`src/pfc_pkg.sv`:
```
// Package for the prime factor counter: shared widths and divider constants.
// Used by pfc_div and prime_factor_count_top; depends on nothing else.
package pfc_pkg;

    // Width of one stored prime (all primes below 2048 fit).
    localparam int PRIME_W = 11;

    // Width of the factor count result.
    localparam int COUNT_W = 5;

    // Quotient bits the divider resolves in one clock cycle.
    localparam int DIV_STEPS = 3;

endpackage

```
`src/pfc_div.sv`:
```
// Iterative restoring divider: a VALUE_BITS dividend by a PRIME_W divisor,
// pfc_pkg::DIV_STEPS quotient bits per cycle. Depends on pfc_pkg.
module pfc_div #(
    parameter int VALUE_BITS = 21
) (
    input  logic                         clk,
    input  logic                         rst_n,
    input  logic                         start,
    input  logic [VALUE_BITS-1:0]        dividend,
    input  logic [pfc_pkg::PRIME_W-1:0]  divisor,
    output logic                         done,
    output logic [VALUE_BITS-1:0]        quotient,
    output logic [pfc_pkg::PRIME_W-1:0]  remainder
);

    localparam int NITER = (VALUE_BITS + pfc_pkg::DIV_STEPS - 1) / pfc_pkg::DIV_STEPS;
    localparam int DW    = NITER * pfc_pkg::DIV_STEPS;
    localparam int CNTW  = $clog2(NITER + 1);

    logic [DW-1:0]               shift_reg;
    logic [pfc_pkg::PRIME_W-1:0] rem_reg;
    logic [pfc_pkg::PRIME_W-1:0] divisor_reg;
    logic [CNTW-1:0]             cnt_reg;
    logic                        done_reg;

    logic [DW-1:0]               shift_next;
    logic [pfc_pkg::PRIME_W-1:0] rem_next;

    // Several compare-and-subtract steps on narrow values per cycle.
    always_comb
    begin
        logic [pfc_pkg::PRIME_W:0] trial;
        shift_next = shift_reg;
        rem_next   = rem_reg;
        for (int s = 0; s < pfc_pkg::DIV_STEPS; s++)
        begin
            trial      = {rem_next, shift_next[DW-1]};
            shift_next = {shift_next[DW-2:0], 1'b0};
            if (trial >= {1'b0, divisor_reg})
            begin
                trial         = trial - {1'b0, divisor_reg};
                shift_next[0] = 1'b1;
            end
            rem_next = trial[pfc_pkg::PRIME_W-1:0];
        end
    end

    always_ff @(posedge clk or negedge rst_n)
    begin
        if (!rst_n)
        begin
            cnt_reg  <= '0;
            done_reg <= 1'b0;
        end
        else
        begin
            done_reg <= 1'b0;
            if (start)
            begin
                cnt_reg <= CNTW'(NITER);
            end
            else if (cnt_reg != '0)
            begin
                cnt_reg  <= cnt_reg - CNTW'(1);
                done_reg <= (cnt_reg == CNTW'(1));
            end
        end
    end

    always_ff @(posedge clk)
    begin
        if (start)
        begin
            shift_reg   <= DW'(dividend);
            rem_reg     <= '0;
            divisor_reg <= divisor;
        end
        else if (cnt_reg != '0)
        begin
            shift_reg <= shift_next;
            rem_reg   <= rem_next;
        end
    end

    assign done      = done_reg;
    assign quotient  = shift_reg[VALUE_BITS-1:0];
    assign remainder = rem_reg;

endmodule
```
`config.mk`:
```
export PLATFORM = sky130hd
export DESIGN_NAME = pfc_div
export DESIGN_NICKNAME = d
export VERILOG_FILES = /design/src/pfc_pkg.sv /design/src/pfc_div.sv
export SDC_FILE = /design/constraint.sdc
export NUM_CORES = 1
export LEC_CHECK = 0
export ABC_AREA = 1
export BUFFER_PORTS_ARGS = -buffer_cell sky130_fd_sc_hd__buf_2
export CAP_MARGIN = 30
export CORE_MARGIN = 8
export CORE_UTILIZATION = 57
export CTS_BUF_LIST = sky130_fd_sc_hd__clkbuf_8 sky130_fd_sc_hd__clkbuf_16
export DETAILED_ROUTE_END_ITERATION = 10
export GPL_ROUTABILITY_DRIVEN = 0
export PLACE_DENSITY = 0.91
export REMOVE_ABC_BUFFERS = 1
export SETUP_SLACK_MARGIN = 0.3
export SLEW_MARGIN = 25
export SYNTH_ARGS = -nofsm -noshare
export SYNTH_HDL_FRONTEND = slang
export SYNTH_SLANG_ARGS = --single-unit
```
`constraint.sdc`:
```
create_clock -name clk -period 6 [get_ports clk]
set_input_delay 0 -clock clk [delete_from_list [all_inputs] [get_ports clk]]
set_output_delay 0 -clock clk [all_outputs]
set_load 0.1 [all_outputs]
```
# Word-level counts from Yosys, hierarchy flattened
# Cells that the tools add are included.
[totals]
in_bits = 35
out_inout_bits = 33
latch_bits = 0
regBits = 47
ramBits = 0
romBits = 0
mem_count = 0
word_cells = 27
[classes]
order_cmp = 3
n_mux = 12
n_reduce_logical = 2
n_mul = 0
n_div = 0
addsub = 4
n_eq_ne = 1
n_bitwise = 0
shifts = 0
[op_table]
columns = ["cell", "n"]
rows = [
  ["$mux 21", 2],
  ["$ge 12x11->1", 3],
  ["$mux 11", 3],
  ["$sub 11x11->11", 3],
  ["$mux 3", 2],
  ["$mux 1", 5],
  ["$eq 3x1->1 const B", 1],
  ["$reduce_bool 3->1", 1],
  ["$sub 3x1->3 const B", 1],
  ["$reduce_bool 2->1", 1],
]

# Depth between registers and ports, before layout
# Gate-level depths: netlist of run 1.
[logic_depth]
word_depth = 8
mapped_depth = 42
ltp_nobuf = 39

# Worst setup path after synthesis of run 1
# Ideal clock, no wire load.
[synth_path]
kind = "reg2reg"
startpoint = "register shift_reg[20] (netlist: quotient[20])"
endpoint = "register shift_reg[0] (netlist: quotient[0]), data pin"
path_slack_ns = 0.550
arrival_ns = 5.188
period_less_slack_ns = 5.450
path_buffers = 3
t_required_ns = 5.738
setup_ns = 0.262
stages_incl_launch_ff = 37
cell_sequence = "edfxtp_1 > inv_1 > ha_1 > fa_1 > nand3b_1 > nand3_2 > nand2_4 > nand2_2 > buf_4 > nand2_1 > nand2_1 > inv_1 > ha_1 > inv_1 > o21bai_1 > inv_1 > o21a_1 > nand3_1 > nand2_1 > nand3_2 > buf_2 > nand2_1 > o21ai_1 > inv_1 > ha_1 > a21oi_1 > o21a_1 > o21ai_1 > nand2_1 > nand2_1 > nand2_1 > nand2_1 > inv_1 > nand2_1 > nor2_2 > buf_4 > o21ai_1"
[synth_between]
elab_chain_len = 8
word_cells_on_any_way = 10
cone_classes = "add/sub: 2; order compare: 3; mux: 5"
[synth_lines]
columns = ["item", "line", "source"]
rows = [
  ["start, declared", "pfc_div.sv:20", "logic [DW-1:0] shift_reg;"],
  ["start signal, assigned", "pfc_div.sv:74", "shift_reg <= DW'(dividend);"],
  ["start signal, assigned", "pfc_div.sv:80", "shift_reg <= shift_next;"],
  ["$sub 11x11->11 or $ge 12x11->1 (tied branches)", "pfc_div.sv:41, pfc_div.sv:39", ""],
  ["$mux 11 *", "pfc_div.sv:39", "if (trial >= {1'b0, divisor_reg})"],
  ["$sub 11x11->11 or $ge 12x11->1 (tied branches)", "pfc_div.sv:41, pfc_div.sv:39", ""],
  ["$mux 11 *", "pfc_div.sv:39", ""],
  ["$ge 12x11->1 *", "pfc_div.sv:39", ""],
  ["$mux 1 *", "pfc_div.sv:39", ""],
  ["$mux 21 *", "pfc_div.sv:78", "else if (cnt_reg != '0)"],
  ["$mux 21 *", "pfc_div.sv:72", "if (start)"],
]
# Every way passes the cells marked *; elsewhere a longest branch is shown, timed or not. The select of a mux whose other input is x is not followed.
# A chain may end at the register's enable or synchronous reset.

# Worst setup path in the final report of run 1
[layout_path]
startpoint = "register divisor_reg[0] (netlist name)"
endpoint = "register shift_reg[0] (netlist: quotient[0]), data pin"
[layout_between]
elab_chain_len = 8
word_cells_on_any_way = 10
cone_classes = "add/sub: 2; order compare: 3; mux: 5"
[layout_lines]
columns = ["item", "line", "source"]
rows = [
  ["start, declared", "pfc_div.sv:22", "logic [pfc_pkg::PRIME_W-1:0] divisor_reg;"],
  ["start signal, assigned", "pfc_div.sv:76", "divisor_reg <= divisor;"],
  ["$sub 11x11->11 or $ge 12x11->1 (tied branches)", "pfc_div.sv:41, pfc_div.sv:39", ""],
  ["$mux 11", "pfc_div.sv:39", ""],
  ["$sub 11x11->11 or $ge 12x11->1 (tied branches)", "pfc_div.sv:41, pfc_div.sv:39", ""],
  ["$mux 11", "pfc_div.sv:39", ""],
  ["$ge 12x11->1 *", "pfc_div.sv:39", ""],
  ["$mux 1 *", "pfc_div.sv:39", ""],
  ["$mux 21 *", "pfc_div.sv:78", ""],
  ["$mux 21 *", "pfc_div.sv:72", ""],
]
# Marks and branches as above.

==> impl_metrics.py, run 1 <==
metrics = {
    "die": {
        "die_x_um": 98.0,
        "io_pins": 68,
        "die_y_um": 98.0,
        "coreArea_mm2": 0.00664,
        "dieArea_mm2": 0.00961,
        "num_rows": 30,
        "start_util": 0.577,
    },
    "clock_tree": {
        "clk_pin_slew_worst_paths_ns": 0.10,
        "cts_buffers": 5,
        "max-clock-path-buffers": 2,
        "clk_latency_ns": 0.32,
        "cts.root.buffer_cell": "clkbuf_8",
        "htree_num_levels": 2,
        "cts.sinks": 47,
        "cts_tree": "done",
    },
    "worst_setup_path": {
        "crit_buf_inv": 3,
        "crit_family": "simple AND/OR/NAND/NOR gates",
        "crit_type": "flip-flop to flip-flop",
        "required_ns": 6.04,
        "crit_top_cell": "nand2_1",
        "cp_slowest_cell": "edfxtp_1",
        "start_kind": "flip-flop",
        "end_kind": "flip-flop",
        "critPathMaxStageDelay_ns": 0.46,
        "critPathMaxFanout": 10,
        "crit_arrival_ns": 5.66,
    },
    "sta": {
        "hold_ws_ns": -0.00169,
        "tns_ns": 0,
        "period_share": 0.938,
        "setup_violations": 0,
        "skew_ns": 0.0183,
        "period_minus_slack_ns": 5.63,
        "worstMarginPinSlew_ns": 0.874,
        "fmaxAchievable_mhz": 178,
        "finalHoldViolations": 4,
        "rsz0062_at_grt": "no",
        "slew_viol_final": 0,
        "slew_headroom": 0.417,
    },
    "route": {
        "highest-signal-layer": "met4",
        "m1WireLength_mm": 4.36,
        "routed_wl_mm": 12.5,
        "ant_nets": 0,
        "wl_met3_mm": 1.37,
        "wl_per_cell_um": 17.2,
        "drtPass1Iterations": 6,
        "vias": 4231,
        "via_per_inst": 5.83,
        "first_iter_violations": 511,
        "remaining_drc_errors": 0,
        "wl_met2_mm": 6.09,
    },
    "synthesis": {
        "synth_compound_area_frac": 0.0841,
        "syn_inst": 541,
        "synth-simple-area-share": 0.323,
        "yosysUniqueCellTypes": 36,
        "post_synth_fa_ha_maj_area_fraction": 0.133,
        "synth-seq-area-share": 0.334,
        "synth_top_family_by_area": "simple AND/OR/NAND/NOR gates",
        "syn_area_per_cell_um2": 7.09,
        "ys_warn_count": 0,
        "synth.cell_area_mm2": 0.00384,
        "ys_ff_latch": 47,
        "muxShareOfSynthArea": 0,
        "synth_xor_area_frac": 0.0411,
    },
    "global_route": {
        "overflow": 0,
        "antenna_found_initial": 0,
        "track_usage": 0.249,
        "grt_max_degree": 37,
        "grt_pass1_wl_mm": 19.5,
        "grt_pass1_vias": 4186,
    },
    "place": {
        "dp_hpwl_mm": 8.15,
        "io_buffers": 67,
        "dpl_cell_area_mm2": 0.00421,
    },
    "status": {
        "status": "finished, violations left",
        "violations": "hold timing",
    },
    "final_layout": {
        "fin_nets": 719,
        "layout-drive-gt1-share": 0.183,
        "layout_commonest_cell": "nand2_1",
        "largest_reg_flops": 21,
        "stdcell_area_mm2": 0.00477,
        "syn_to_final_growth_pct": 24.3,
        "n_antenna_cell": 0,
        "final_cell_mix": "nand2_1 (214), buf_2 (68), inv_1 (60), ha_1 (32), edfxtp_1 (32)",
    },
    "min_path": {
        "hold_class": "primary input to async pin",
    },
    "job": {
        "maxCapViolCount": 0,
    },
}
cells by family (layout without fill, tap and decap cells):
| logic type | count (synthesis) | count (layout) |
|---|---|---|
| flops | 47 | 47 |
| xor+xnor | 18 | 18 |
| buf+inv | 83 | 186 |
| fa+ha+maj | 39 | 39 |
| simple gates | 298 | 300 |
| compound gates | 56 | 56 |
cell type report:
class                           instances  area, um^2
Clock buffer                            5        68.8
Fill cell                             485        1870
Sequential cell                        47        1280
Multi-Input combinational cell        413        2320
Timing Repair Buffer                  107         711
Inverter                               71         269
Clock inverter                          3        18.8
Tap cell                               80         100
synth_stat cells:
cell        n  area share
a31oi_1     1      0.0016
nand2_1   216        0.21
xor2_1      9       0.021
nand2_2     1      0.0016
dfxtp_1    11       0.057
nand3_2     3      0.0078
o21ai_2     1      0.0023
o21ai_0     4      0.0052
buf_2       2      0.0026
clkbuf_1    7      0.0069
a21o_1      3      0.0059
nand2_4     1      0.0029
or2_2       2      0.0033
nor2_1     27       0.026
dfrtp_1     4       0.026
nand3b_1    5      0.0098
nor4_1      1      0.0016
a21oi_1    22       0.029
or2_1       1      0.0016
inv_2       4      0.0039
o21bai_1    6       0.012
nand3_1    30       0.039
edfxtp_1   32        0.25
inv_1      67       0.066
o21a_1      3      0.0059
nand4_1     6      0.0098
nor3_1      2      0.0026
o21ai_1    13       0.017
buf_4       3      0.0059
o211ai_1    2      0.0039
and3_1      1      0.0016
xnor2_1     9       0.021
a22oi_1     1      0.0020
ha_1       36        0.12
nor2_2      2      0.0033
fa_1        3       0.016
per-stage QoR:
step,utilization,setup WS [ns],cells
after global routing,0.718,0.121,726
after floorplan,-,0.526,529
after detailed placement,0.634,0.255,676
after global placement,0.634,0.449,676
final,0.718,0.374,726
after CTS,0.696,0.417,715
worst reg2reg max path: cells and delay by family, from the launching register on:
kind | cells | cell delay, ns
fa+ha+maj | 4 | 1.36
buf+inv | 3 | 0.32
compound gates | 7 | 1.28
flops | 1 | 0.46
simple gates | 15 | 1.93
path summary, 6_finish.rpt:
check                                                   to                  startpoint  cells after the start  slack (ns)
worst max-delay path                 quotient[0]$_DFFE_PP_    divisor_reg[0]$_DFFE_PP_                     29        0.37
worst min-delay path                cnt_reg[2]$_DFFE_PN0P_                       rst_n                      2      -0.002
worst max register to register       quotient[0]$_DFFE_PP_    divisor_reg[0]$_DFFE_PP_                     29        0.37
worst min register to register  remainder[10]$_SDFFE_PP0N_  remainder[10]$_SDFFE_PP0N_                      2        0.48
max in group asynchronous                   done$_DFF_PN0_                       rst_n                      2        5.89
min in group clk                     quotient[0]$_DFFE_PP_                 dividend[0]                      3        0.04
per-layer routing:
metal  up-vias  GRT usage
li1       1943          -
met1      1885      0.258
met2       309      0.461
met3        94     0.0654
met4         0      0.108
met5         -          0
repair_timing:
action,CTS,global route
hold buffers,31,0
pin swaps,0,4
hold endpoints to repair,34,0
gates cloned,0,2
setup buffers,0,8
endpoints found under the setup margin,12,12
gates resized for setup,2,24
Power of run 1 is not shown: default switching activity piles up to over one toggle a cycle in this logic, so the estimate is an artifact.
==> run 2, diff against run 1 <==
--- a/config.mk
+++ b/config.mk
@@ -9,14 +9,15 @@
 export BUFFER_PORTS_ARGS = -buffer_cell sky130_fd_sc_hd__buf_2
 export CAP_MARGIN = 30
 export CORE_MARGIN = 8
-export CORE_UTILIZATION = 57
+export CORE_UTILIZATION = 55
 export CTS_BUF_LIST = sky130_fd_sc_hd__clkbuf_8 sky130_fd_sc_hd__clkbuf_16
 export DETAILED_ROUTE_END_ITERATION = 10
 export GPL_ROUTABILITY_DRIVEN = 0
-export PLACE_DENSITY = 0.91
+export PLACE_DENSITY = 0.89
 export REMOVE_ABC_BUFFERS = 1
 export SETUP_SLACK_MARGIN = 0.3
 export SLEW_MARGIN = 25
 export SYNTH_ARGS = -nofsm -noshare
 export SYNTH_HDL_FRONTEND = slang
 export SYNTH_SLANG_ARGS = --single-unit
+export TNS_END_PERCENT = 30
==> impl_metrics.py, run 2 (synthesis gave the netlist of run 1 again) <==
metrics = {
    "sta": {
        "tns_ns": 0,
        "fin_ws_ns": 0.658,
        "rsz0062_at_grt": "no",
        "period_share": 0.890,
        "period_minus_slack_ns": 5.34,
        "skew_ns": 0.0160,
        "fmaxAchievable_mhz": 187,
        "slew_headroom": 0.441,
        "slew_viol_final": 0,
        "setup_violations": 0,
        "worstMarginPinSlew_ns": 0.837,
        "finalHoldViolations": 0,
    },
    "final_layout": {
        "n_antenna_cell": 0,
        "largest_reg_flops": 21,
        "fin_nets": 714,
        "final_cell_mix": "nand2_1 (214), buf_2 (68), inv_1 (64), ha_1 (36), edfxtp_1 (32)",
        "layout-drive-gt1-share": 0.168,
        "syn_to_final_growth_pct": 23.2,
        "layout_commonest_cell": "nand2_1",
        "fin_util": 0.700,
        "stdcell_area_mm2": 0.00473,
        "fill_cells": 506,
    },
    "die": {
        "die_y_um": 99.5,
        "die_x_um": 99.5,
        "io_pins": 68,
        "num_rows": 30,
        "dieArea_mm2": 0.00990,
        "start_util": 0.568,
        "coreArea_mm2": 0.00676,
    },
    "global_route": {
        "busiest_layer": "met2",
        "antenna_found_initial": 0,
        "grt.met1_usage": 0.247,
        "gr-usage-met3": 0.0545,
        "track_usage": 0.219,
        "overflow": 0,
        "grt_use_met2": 0.390,
        "grt_pass1_wl_mm": 17.7,
        "grt_pass1_vias": 3981,
        "grt_max_degree": 37,
    },
    "worst_setup_path": {
        "r2r_slack_ns": 0.66,
        "critPathMaxFanout": 13,
        "crit_type": "flip-flop to flip-flop",
        "crit_top_cell": "nand2_1",
        "critPathMaxStageDelay_ns": 0.46,
        "required_ns": 6.04,
        "cp_slowest_cell": "edfxtp_1",
        "r2r_cells": 35,
        "r2r_end": "quotient[0]$_DFFE_PP_",
        "start_kind": "flip-flop",
        "end_kind": "flip-flop",
        "crit_arrival_ns": 5.38,
        "r2r_start": "divisor_reg[1]$_DFFE_PP_",
    },
    "clock_tree": {
        "max-clock-path-buffers": 2,
        "cts.root.buffer_cell": "clkbuf_8",
        "htree_num_levels": 2,
        "cts.sinks": 47,
        "cts_buffers": 5,
        "clk_latency_ns": 0.31,
        "clk_pin_slew_worst_paths_ns": 0.10,
        "cts_tree": "done",
    },
    "route": {
        "wl_per_cell_um": 15.3,
        "vias": 4045,
        "first_iter_violations": 312,
        "ant_nets": 0,
        "routed_wl_mm": 11.0,
        "remaining_drc_errors": 0,
        "drtPass1Iterations": 5,
        "via_per_inst": 5.61,
    },
    "min_path": {
        "hold-path-endpoint": "quotient[0]$_DFFE_PP_",
        "hold_class": "primary input to flip-flop",
        "whs_path_depth": 3,
        "hp-start": "dividend[0]",
    },
    "job": {
        "maxCapViolCount": 0,
    },
    "place": {
        "dpl_cell_area_mm2": 0.00421,
        "dp_hpwl_mm": 7.81,
        "dpl_worst_slack_ns": 0.339,
        "io_buffers": 67,
    },
    "status": {
        "status": "completed",
    },
}
[run 2: layout make-up]
class,count,area [um^2],share of cell area
multi-input cells,414,2330,0.492
flip-flops and latches,47,1280,0.271
repair buffers,101,666,0.141
inverters,71,267,0.0564
well taps,80,100,0.0212
clock buffers,5,68.8,0.0146
clock inverters,3,18.8,0.00397
[run 2: layer usage]
layer  vias to the layer above  part of all wire  wire length, um
met5                         -                 0                0
met3                        42             0.092             1010
met1                      1848              0.40             4380
met4                         0             0.029              320
li1                       1940                 -                -
met2                       215              0.48             5300
[run 2: critical path, delay by kind of cell (launching register included)]
| kind | cells | cell delay (ns) |
|---|---|---|
| compound gates | 6 | 0.83 |
| simple gates | 18 | 2.11 |
| fa+ha+maj | 3 | 0.93 |
| buf+inv | 8 | 0.74 |
| flops | 1 | 0.46 |
[run 2: worst max-delay path by stage]
stage / from / endpoint / slack [ns]
detailed placement: divisor_reg[1]$_DFFE_PP_ / quotient[0]$_DFFE_PP_ / 0.34
floorplan: remainder[4]$_SDFFE_PP0N_ / quotient[0]$_DFFE_PP_ / 0.53
finish: divisor_reg[1]$_DFFE_PP_ / quotient[0]$_DFFE_PP_ / 0.66
global placement: divisor_reg[1]$_DFFE_PP_ / quotient[0]$_DFFE_PP_ / 0.43
CTS: divisor_reg[1]$_DFFE_PP_ / remainder[10]$_SDFFE_PP0N_ / 0.38
global route: divisor_reg[3]$_DFFE_PP_ / quotient[0]$_DFFE_PP_ / 0.27
[run 2: repair_timing]
| action | in CTS | in global routing |
|---|---|---|
| resized for setup | 1 | 19 |
| gates cloned | 0 | 3 |
| buffers inserted | 0 | 2 |
| hold buffers | 31 | 0 |
| pin swaps | 0 | 2 |
| endpoints found under the hold margin | 34 | 0 |
| setup endpoints to repair | 1 | 12 |
[run 2: metrics by stage]
step	hold slack (ns)	instances
6_report	0.0184	721
5_1_grt	0.0239	721
4_1_cts	0.0163	715
3_5_place_dp	-0.187	676
3_3_place_gp	-0.189	676
2_1_floorplan	-0.296	529
Power of run 2 is left out for the same reason.
==> run 3, diff against run 2 <==
--- a/config.mk
+++ b/config.mk
@@ -9,14 +9,14 @@
 export BUFFER_PORTS_ARGS = -buffer_cell sky130_fd_sc_hd__buf_2
 export CAP_MARGIN = 30
 export CORE_MARGIN = 8
-export CORE_UTILIZATION = 55
+export CORE_UTILIZATION = 52
 export CTS_BUF_LIST = sky130_fd_sc_hd__clkbuf_8 sky130_fd_sc_hd__clkbuf_16
 export DETAILED_ROUTE_END_ITERATION = 10
 export GPL_ROUTABILITY_DRIVEN = 0
-export PLACE_DENSITY = 0.89
+export PLACE_DENSITY = 0.88
 export REMOVE_ABC_BUFFERS = 1
 export SETUP_SLACK_MARGIN = 0.3
-export SLEW_MARGIN = 25
+export SLEW_MARGIN = 10
 export SYNTH_ARGS = -nofsm -noshare
 export SYNTH_HDL_FRONTEND = slang
 export SYNTH_SLANG_ARGS = --single-unit
==> constraint.sdc (replaced) <==
create_clock -name clk -period 4.3 [get_ports clk]
set_input_delay 0 -clock clk [delete_from_list [all_inputs] [get_ports clk]]
set_output_delay 0 -clock clk [all_outputs]
set_load 0.1 [all_outputs]
==> impl_metrics.py, run 3 <==
metrics = {
    "status": {
        "status": "stopped before the end",
        "haltStage": "5_1_grt",
        "tool.error": "[ERROR GRT-0232] Routing congestion too high. Check the congestion heatmap in the GUI.",
    },
    "clock_tree": {
        "htree_num_levels": 2,
        "cts.root.buffer_cell": "clkbuf_8",
        "max-clock-path-buffers": 2,
        "cts.sinks": 47,
        "cts_buffers": 5,
    },
    "synthesis": {
        "postSynth.asyncResetShare": 0.0851,
        "syn_inst": 541,
        "synth_most_common_cell": "nand2_1",
        "synthTopCellsByArea": "edfxtp_1 (25%), nand2_1 (21%), ha_1 (12%), inv_1 (6.6%), dfxtp_1 (5.7%)",
        "synth.cell_area_mm2": 0.00384,
        "synth_enable_flop_cells": 32,
        "syn_area_per_cell_um2": 7.09,
        "synth_area_leader_cell": "edfxtp_1",
        "yosysUniqueCellTypes": 36,
        "synth_flop_cell": "edfxtp_1",
        "synthTopCellsByCount": "nand2_1 (216), inv_1 (67), ha_1 (36)",
        "synth_top_area_share": 0.250,
        "ys_warn_count": 0,
        "ys_ff_latch": 47,
        "synth-seq-area-share": 0.334,
    },
    "global_route": {
        "track_usage": 0.678,
        "overflow": 54,
        "grt_max_degree": 37,
    },
    "die": {
        "die_y_um": 102,
        "die_x_um": 102,
        "start_util": 0.532,
        "num_rows": 31,
        "io_pins": 68,
    },
    "sta": {
        "endpoint_type": "register input",
        "crit_endpoint": "remainder[8]$_SDFFE_PP0N_/D",
    },
    "place": {
        "io_buffers": 67,
        "dpl.cell_count": 817,
        "dp_hpwl_mm": 9.96,
    },
}
## run 3: cell counts after synthesis
No cell type changed its count.
## run 3: stage by stage
stage,instance area [um^2],setup TNS [ns],setup WS (ns),utilization
3_3_place_gp,5150,-7.48,-0.645,0.714
2_1_floorplan,3780,-13.86,-1.17,-
3_5_place_dp,5150,-10.87,-0.926,0.714
4_1_cts,6400,-5.21,-0.445,0.888
## run 3: what timing repair did
item                                    in CTS
cloned                                       4
hold endpoints to repair                    34
buffers inserted                            29
endpoints found under the setup margin      12
hold buffers                                31
gates resized for setup                    128
pin swaps                                   56
## run 3: logic make-up after synthesis
logic type	synth area share
buffers and inverters	0.0848
adder cells (fa/ha/maj)	0.133
flip-flops	0.334
AO/OA/AOI/OAI	0.0841
AND/OR/NAND/NOR	0.323
XOR/XNOR	0.0411
## run 3: layer usage
| metal | track usage | GRT overflow |
|---|---|---|
| met1 | 0.635 | 0 |
| met2 | 0.826 | 28 |
| met3 | 0.587 | 1 |
| met4 | 0.703 | 25 |
| met5 | 0.265 | 0 |
==> run 4, diff against run 3 <==
--- a/config.mk
+++ b/config.mk
@@ -9,13 +9,11 @@
 export BUFFER_PORTS_ARGS = -buffer_cell sky130_fd_sc_hd__buf_2
 export CAP_MARGIN = 30
 export CORE_MARGIN = 8
-export CORE_UTILIZATION = 52
-export CTS_BUF_LIST = sky130_fd_sc_hd__clkbuf_8 sky130_fd_sc_hd__clkbuf_16
+export CORE_UTILIZATION = 40
 export DETAILED_ROUTE_END_ITERATION = 10
 export GPL_ROUTABILITY_DRIVEN = 0
-export PLACE_DENSITY = 0.88
+export PLACE_DENSITY_LB_ADDON = 0.15
 export REMOVE_ABC_BUFFERS = 1
-export SETUP_SLACK_MARGIN = 0.3
 export SLEW_MARGIN = 10
 export SYNTH_ARGS = -nofsm -noshare
 export SYNTH_HDL_FRONTEND = slang
==> constraint.sdc (replaced) <==
create_clock -name clk -period 5.6 [get_ports clk]
set_input_delay 0 -clock clk [delete_from_list [all_inputs] [get_ports clk]]
set_output_delay 0 -clock clk [all_outputs]
set_load 0.1 [all_outputs]
==> impl_metrics.py, run 4 (synthesis gave the netlist of run 1 again) <==
metrics = {
    "clock_tree": {
        "cts.sinks": 47,
        "htree_num_levels": 2,
        "cts_buffers": 5,
        "max-clock-path-buffers": 2,
        "cts.root.buffer_cell": "clkbuf_8",
        "cts_tree": "done",
        "clk_pin_slew_worst_paths_ns": 0.10,
        "clk_latency_ns": 0.32,
    },
    "worst_setup_path": {
        "end_kind": "flip-flop",
        "cp_slowest_cell": "edfxtp_1",
        "crit_buf_inv": 7,
        "r2r_start": "divisor_reg[3]$_DFFE_PP_",
        "crit_family": "simple AND/OR/NAND/NOR gates",
        "required_ns": 5.82,
        "start_kind": "flip-flop",
        "crit_top_cell": "nand2_1",
        "critPathMaxFanout": 13,
        "critPathMaxStageDelay_ns": 0.38,
        "crit_arrival_ns": 5.36,
        "crit_type": "flip-flop to flip-flop",
        "cp-startpoint": "divisor_reg[3]$_DFFE_PP_",
    },
    "die": {
        "die_y_um": 114,
        "dieArea_mm2": 0.0130,
        "die_x_um": 114,
        "coreArea_mm2": 0.00928,
        "io_pins": 68,
        "start_util": 0.413,
        "num_rows": 35,
    },
    "sta": {
        "period_minus_slack_ns": 5.14,
        "worstMarginPinSlew_ns": 0.863,
        "hold_ws_ns": 0.204,
        "fmaxAchievable_mhz": 195,
        "finalHoldViolations": 0,
        "slew_viol_final": 0,
        "period_share": 0.918,
        "skew_ns": 0.0128,
        "slew_headroom": 0.423,
        "setup_violations": 0,
    },
    "final_layout": {
        "largest_reg_flops": 21,
        "fill_cells": 918,
        "layout-drive-gt1-share": 0.192,
        "fin_nets": 735,
        "n_antenna_cell": 0,
        "fin_util": 0.535,
        "final_cell_mix": "nand2_1 (213), buf_2 (67), inv_1 (63), ha_1 (35), dlygate4sd3_1 (33)",
        "layout_commonest_cell": "nand2_1",
        "syn_to_final_growth_pct": 29.6,
    },
    "global_route": {
        "overflow": 0,
        "grt_max_degree": 37,
        "grt_pass1_wl_mm": 18.3,
        "grt_pass1_vias": 3858,
        "track_usage": 0.175,
        "antenna_found_initial": 0,
    },
    "route": {
        "vias": 3922,
        "remaining_drc_errors": 0,
        "first_iter_violations": 163,
        "drtPass1Iterations": 5,
        "via_per_inst": 4.96,
        "routed_wl_mm": 11.4,
        "wl_per_cell_um": 14.4,
        "ant_nets": 0,
    },
    "place": {
        "dp_hpwl_mm": 8.70,
        "io_buffers": 67,
    },
    "status": {
        "status": "completed",
    },
    "job": {
        "maxCapViolCount": 0,
    },
    "min_path": {
        "hold_class": "primary input to flip-flop",
        "hp-start": "dividend[2]",
    },
}
==> run 4: final timing paths <==
| path | end | slack, ns | cells past startpoint |
|---|---|---|---|
| worst max-delay path | remainder[4]$_SDFFE_PP0N_ | 0.46 | 39 |
| worst min-delay path | quotient[2]$_DFFE_PP_ | 0.20 | 3 |
| worst max register to register | remainder[4]$_SDFFE_PP0N_ | 0.46 | 39 |
| worst min register to register | remainder[10]$_SDFFE_PP0N_ | 0.48 | 2 |
| max in group asynchronous | cnt_reg[0]$_DFFE_PN0P_ | 4.87 | 3 |
| min in group asynchronous | cnt_reg[2]$_DFFE_PN0P_ | 0.56 | 3 |
==> run 4: repair_timing <==
action / CTS / global route
setup buffers: 0 / 9
endpoints found under the hold margin: 35 / 0
setup endpoints to repair: 0 / 12
hold buffers: 33 / 0
resized for setup: 0 / 18
==> run 4: routing by layer <==
metal  vias to the layer above  part of all wire  GRT usage
met1                      1798              0.46      0.219
met4                         0             0.024     0.0657
met5                         -                 0          0
met2                       131              0.47      0.292
li1                       1967                 -          -
met3                        26             0.053     0.0328
==> run 4: tightest hold or removal path: cells and delay by family <==
family,cells,cell delay [ns]
AO/OA/AOI/OAI,1,0.10
AND/OR/NAND/NOR,1,0.15
buffers and inverters,1,0.10
==> run 4: stage by stage <==
step / area, um^2 / setup WS [ns] / setup TNS (ns) / std cells
final: 4970 / 0.461 / 0 / 791
after global routing: 4970 / -0.0339 / -0.0758 / 791
after CTS: 4830 / 0.0572 / 0 / 781
after detailed placement: 4410 / 0.0704 / 0 / 740
after global placement: 4400 / 0.184 / 0 / 739
after floorplan: 3780 / 0.126 / 0 / 529
==> run 4: area by class of cell <==
cell class,count,area [um^2],area share
Multi-Input combinational cell,412,2300,0.463
Timing Repair Buffer,124,871,0.175
Inverter,71,269,0.0541
Sequential cell,47,1280,0.258
Clock buffer,6,72.6,0.0146
Tap cell,129,161,0.0325
Clock inverter,2,16.3,0.00327
Power of run 4 is left out for the same reason.
